===== src/rtl/msst_pkg.sv =====
// ---------------------------------------------------------------------------
// msst_pkg
// Shared types and constants for the minimum slimness spanning tree block.
// ---------------------------------------------------------------------------
package msst_pkg;

    localparam int VERT_W   = 7;
    localparam int WEIGHT_W = 16;

    // controller to datapath
    typedef struct packed {
        logic load_edge;    // write the incoming edge at the fill count
        logic clear_count;  // drop the stored edge list
        logic sort_start;   // begin the insertion sort
    } msst_cmd_t;

    // datapath to controller
    typedef struct packed {
        logic busy;                   // sort or passes still running
        logic no_tree;
        logic [WEIGHT_W-1:0] slimness;
    } msst_sts_t;

endpackage


===== src/rtl/msst_ctrl.sv =====
// ---------------------------------------------------------------------------
// msst_ctrl
// Request sequencing: load, launch compute, hold result for the output side.
// ---------------------------------------------------------------------------
module msst_ctrl (
    input  logic                  aclk,
    input  logic                  aresetn,
    input  logic                  s_tvalid,
    output logic                  s_tready,
    input  logic                  has_edge,
    input  logic                  last,
    output logic                  m_tvalid,
    input  logic                  m_tready,
    output msst_pkg::msst_cmd_t   cmd,
    input  msst_pkg::msst_sts_t   sts,
    output logic [msst_pkg::WEIGHT_W:0] result
);
    import msst_pkg::*;

    localparam logic [1:0] C_LOAD = 2'd0,
                           C_RUN  = 2'd1,
                           C_WAIT = 2'd2,
                           C_OUT  = 2'd3;

    logic [1:0] state_reg, state_next;
    logic [WEIGHT_W:0] res_reg;
    logic acc;

    assign s_tready = (state_reg == C_LOAD);
    assign acc      = s_tvalid && s_tready;
    assign m_tvalid = (state_reg == C_OUT);
    assign result   = res_reg;

    always_comb begin
        cmd = '0;
        cmd.load_edge  = acc && has_edge;
        cmd.sort_start = (state_reg == C_RUN);
        cmd.clear_count = (state_reg == C_WAIT) && !sts.busy;
        state_next = state_reg;
        case (state_reg)
            C_LOAD: if (acc && last) state_next = C_RUN;
            C_RUN:  state_next = C_WAIT;
            C_WAIT: if (!sts.busy) state_next = C_OUT;
            C_OUT:  if (m_tready) state_next = C_LOAD;
            default: state_next = C_LOAD;
        endcase
    end

    always_ff @(posedge aclk) begin
        if (!aresetn) begin
            state_reg <= C_LOAD;
        end else begin
            state_reg <= state_next;
        end
        if (state_reg == C_WAIT && !sts.busy) begin
            res_reg <= {sts.no_tree, sts.slimness};
        end
    end

    assert property (@(posedge aclk) disable iff (!aresetn)
        (state_reg == C_RUN) |=> (state_reg == C_WAIT))
        else $error("launch not followed by wait");
    assert property (@(posedge aclk) disable iff (!aresetn)
        m_tvalid |-> !s_tready)
        else $error("input taken while result pending");
    assert property (@(posedge aclk) disable iff (!aresetn)
        (m_tvalid && !m_tready) |=> m_tvalid)
        else $error("result dropped");

endmodule


===== config.mk =====
export PLATFORM = sky130hd
export DESIGN_NAME = msst_ctrl
export DESIGN_NICKNAME = d
export VERILOG_FILES = /design/src/rtl/msst_pkg.sv /design/src/rtl/msst_ctrl.sv
export SDC_FILE = /design/constraint.sdc
export NUM_CORES = 1
export LEC_CHECK = 0
export ABC_AREA = 1
export BUFFER_PORTS_ARGS = -buffer_cell sky130_fd_sc_hd__buf_2
export CAP_MARGIN = 20
export CORE_MARGIN = 4
export CORE_UTILIZATION = 43
export DETAILED_ROUTE_END_ITERATION = 8
export PLACE_DENSITY = 0.81
export SLEW_MARGIN = 10
export SYNTH_ARGS = -nofsm -noshare
export SYNTH_HDL_FRONTEND = slang
export SYNTH_SLANG_ARGS = --single-unit
export TNS_END_PERCENT = 1

===== constraint.sdc =====
create_clock -name aclk -period 5.4 [get_ports aclk]
set_input_delay 0 -clock aclk [delete_from_list [all_inputs] [get_ports aclk]]
set_output_delay 0 -clock aclk [all_outputs]
set_load 0.05 [all_outputs]

# == Word-level counts from Yosys, hierarchy flattened ==
# Cells that the tools add are included.
# word_totals
word_cells,19
in_bits,24
out_inout_bits,22
ff_bits,19
# op_classes
n_reduce_logical,7
n_eq_ne,6
mux,4
# op_table
operator,n
one-hot mux 2 bit (4 select lines),1
2-to-1 mux 2 bit,3
"equality test 2 bit, second input constant",2
logical AND 1 bit,4
"inequality test 2 x 1 -> 1 bit, second input constant",2
AND reduction 3 bit,1
"equality test 2 x 1 -> 1 bit, second input constant",1
zero test 2 bit,1
"inequality test 2 bit, second input constant",1
zero test 1 bit,1

# == Longest topological paths before layout ==
# logic_depth
ltp_word,5
ltp_mapped,7
depth_no_buf,7

# == Worst setup path after synthesis ==
# Ideal clock, no wire load.
# synth_timing
kind,reg2reg
startpoint,register state_reg[0]
endpoint,"register res_reg[0] (netlist: result[0]), enable pin"
period_less_slack_ns,2.422
arrival_ns,2.001
setup_time_ns,0.421
t_required_ns,4.979
path_buffers,0
path_slack_ns,2.978
stages_incl_launch_ff,5
cell_sequence,dfxtp_1 inv_1 ha_1 inv_1 nor2_1
# synth_rtl
element,line_no,rtl
start: declaration,msst_ctrl.sv:25,"logic [1:0] state_reg, state_next;"
start signal: assignment,msst_ctrl.sv:53,state_reg <= state_next;
end signal: assignment,msst_ctrl.sv:56,"res_reg <= {sts.no_tree, sts.slimness};"
end: declaration,msst_ctrl.sv:26,logic [WEIGHT_W:0] res_reg;

==> results.md <==
* CTS max path bufs at 2
* Max Fanout on Critical Path at 18
* Top Family by Delay on Critical Path: buffers and inverters
* Chip Width at 49.05 um
* Residual DRC count at 0
* Seq/Total Area, Yosys at 75.99%
* Outcome: complete, no violations
* Synthesized flop and latch total at 19
* Most common cell after layout, fill and taps aside: buf_2
* Reg area at 550.5 um2
* N_diodes at 0
* Drt first-iter violations at 6
* Post-Syn Nets at 76
* Initial antenna violation count at 0
* Layout fillers at 103
* IO Count at 46
* Share of cells above drive strength 1 at 47.83%
* Port-buffer cells at 45
* CTS tree: done
* Switch Pwr at 203.1 uW
* LEAKAGE at 0.0005612 uW
* Pwr Density at 404.5 nW/um2
* GRT overflow at 0
* Syn Inst Count at 47
* CP bufs+invs at 4
* Starting Density at 47.00%
* CTS Buf Count at 3
* Register share of total power at 40.8%
* Clock group share of total power at 14.0%
* Final ANT Viol Nets at 0
* Required time worst endpoint at 5.40 ns
* P&R area growth vs syn at 63.39%
* Yosys cell types at 12
* Clock Pin Slew Worst Setup and Hold Paths at 0.10 ns
* RSZ-0062 raised after global routing: no
* F_max at 0.6090 GHz
* Largest net degree at the start of global routing at 19
* Clock root buffer: clkbuf_4
* Chip height at 49.05 um
* Commonest non-fill, non-tap cells in the layout: 45 x buf_2, 18 x dlygate4sd3_1, 17 x edfxtp_1
* Final Cycle Share at 30.41%
* GRT Resource Usage Total at 14.59%
* DR vias at 577
* Max cap viols at 0
* Int Pwr at 275.7 uW
* CP dominant cell by count: inv_1
* Post-CTS Setup Bufs at 0
* First-pass GRT wire length at 2.808 mm
* Vias per std cell at 4.405
* Largest register FFs at 17
* GPL Wtd Cong at 0.6506
* Delay of the slowest critical-path stage at 0.35 ns
* Worst endpoint data arrival time at 1.64 ns
* Cell Count, Final, Fillers Out at 131
* Multi-input gate area at 151.4 um2
* Setup Skew at 0.001026 ns
* Yosys Warn Count at 0
* H-tree depth at 1
* First-pass DRT Iterations at 4
* Routed len/inst at 12.41 um
* CP Capture Type: output port
* Die ar. at 2405 um2
* Core Footprint at 1541 um2
* Gate power share at 45.2%
* Detailed Place HPWL at 1.108 mm
* Sink Count at 19
* Syn avg cell area at 15.41 um2
* Placed Cells at 109
* Startpoint types: flop
* Final setup TNS at 0 ns
* Fin crit period at 1.642 ns
* Critical path's slowest cell: dfxtp_1
* Worst-Skew Late Latency at 0.28 ns
* Sw Share at 42.43%
* Final setup violation count at 0
* Hold crit path type: in2reg
* Num rows at 14
* Vias in the first global route at 623
* Relative slew margins at 82.62%
* Final Hold Viols at 0
* Setup Crit Path Kind: reg2out
* Routed wire length at 1.626 mm
* Final slew viol count at 0
* Nets at 145
* Peak supply drop at 0.0003122 V
* Cell area after synthesis at 724.4 um2
* Worst path cell trace: inv_1 > ha_1 > inv_1 > nor2_1 > buf_4 > buf_2
* Worst-Margin Slew at 0.2625 ns
[power by group through the flow]
| stage | sequential (uW) | combinational [uW] | clock (uW) |
|---|---|---|---|
| 3_5_place_dp | 198 | 208 | 0 |
| 4_1_cts | 195 | 219 | 69.4 |
| 6_report | 195 | 216 | 67.3 |
| 5_1_grt | 197 | 239 | 78.5 |
| 3_3_place_gp | 197 | 205 | 0 |
| 2_1_floorplan | 241 | 121 | 0 |
[repair_timing]
action / 4_1_cts / 5_1_grt
gates resized for setup: 0 / 0
hold buffers: 18 / 0
hold endpoints to repair: 19 / 0
[per-stage QoR]
step | util, % | cell area (um2) | setup slack (ns) | total power [uW] | hold slack, ns
2_1_floorplan | - | 724.4 | 2.978 | 362.6 | 0.09887
3_3_place_gp | 63.39 | 977.2 | 4.107 | 401.7 | 0.1775
3_5_place_dp | 63.39 | 977.2 | 4.066 | 406.2 | 0.1784
4_1_cts | 76.79 | 1184 | 3.757 | 482.8 | 0.1238
5_1_grt | 76.79 | 1184 | 3.613 | 515.0 | 0.1529
6_report | 76.79 | 1184 | 3.758 | 478.8 | 0.1289
[per-layer routing]
layer,up-vias,GRT usage [%],routed length [um]
met5,-,0,0
met1,254,16.47,611
met4,0,0,0
met3,0,5.810,141
met2,28,27.17,873
li1,295,-,-
[cell usage after synthesis]
cell type | number | area share, %
nor2_2 | 1 | 0.86
nor2_1 | 6 | 3.1
nand2_2 | 3 | 2.6
ha_1 | 5 | 8.6
nand2_1 | 3 | 1.6
and3_1 | 1 | 0.86
edfxtp_1 | 17 | 70
dfxtp_1 | 2 | 5.5
nand2_4 | 1 | 1.6
inv_2 | 1 | 0.52
inv_1 | 5 | 2.6
nand4_1 | 2 | 1.7
[kinds of logic after synthesis]
group,share of synthesized area [%]
fa+ha+maj,8.636
buf+inv,3.109
flops,75.99
simple gates,12.26
[worst min-delay path, stage by stage]
cell and delay, ns:
buf_2 0.07, inv_1 0.05, nand2_4 0.06, nand4_1 0.09, nand2_1 0.06, nor2_1 0.04
[path summary, 6_finish.rpt]
kind,from,cells past startpoint,to,slack [ns]
max,state_reg[0],6,cmd[1],3.76
min,m_tready,6,state_reg[1],0.13
max reg2reg,state_reg[0],5,result[5],4.05
min reg2reg,state_reg[0],2,state_reg[0],0.53
[final cells by class]
class	count	area share, %
Sequential cell	19	46.51
Timing Repair Buffer	64	34.88
Multi-Input combinational cell	22	12.79
Clock buffer	4	2.220
Inverter	6	1.903
Tap cell	16	1.691
Note: power is estimated with default switching activity, not from simulation.
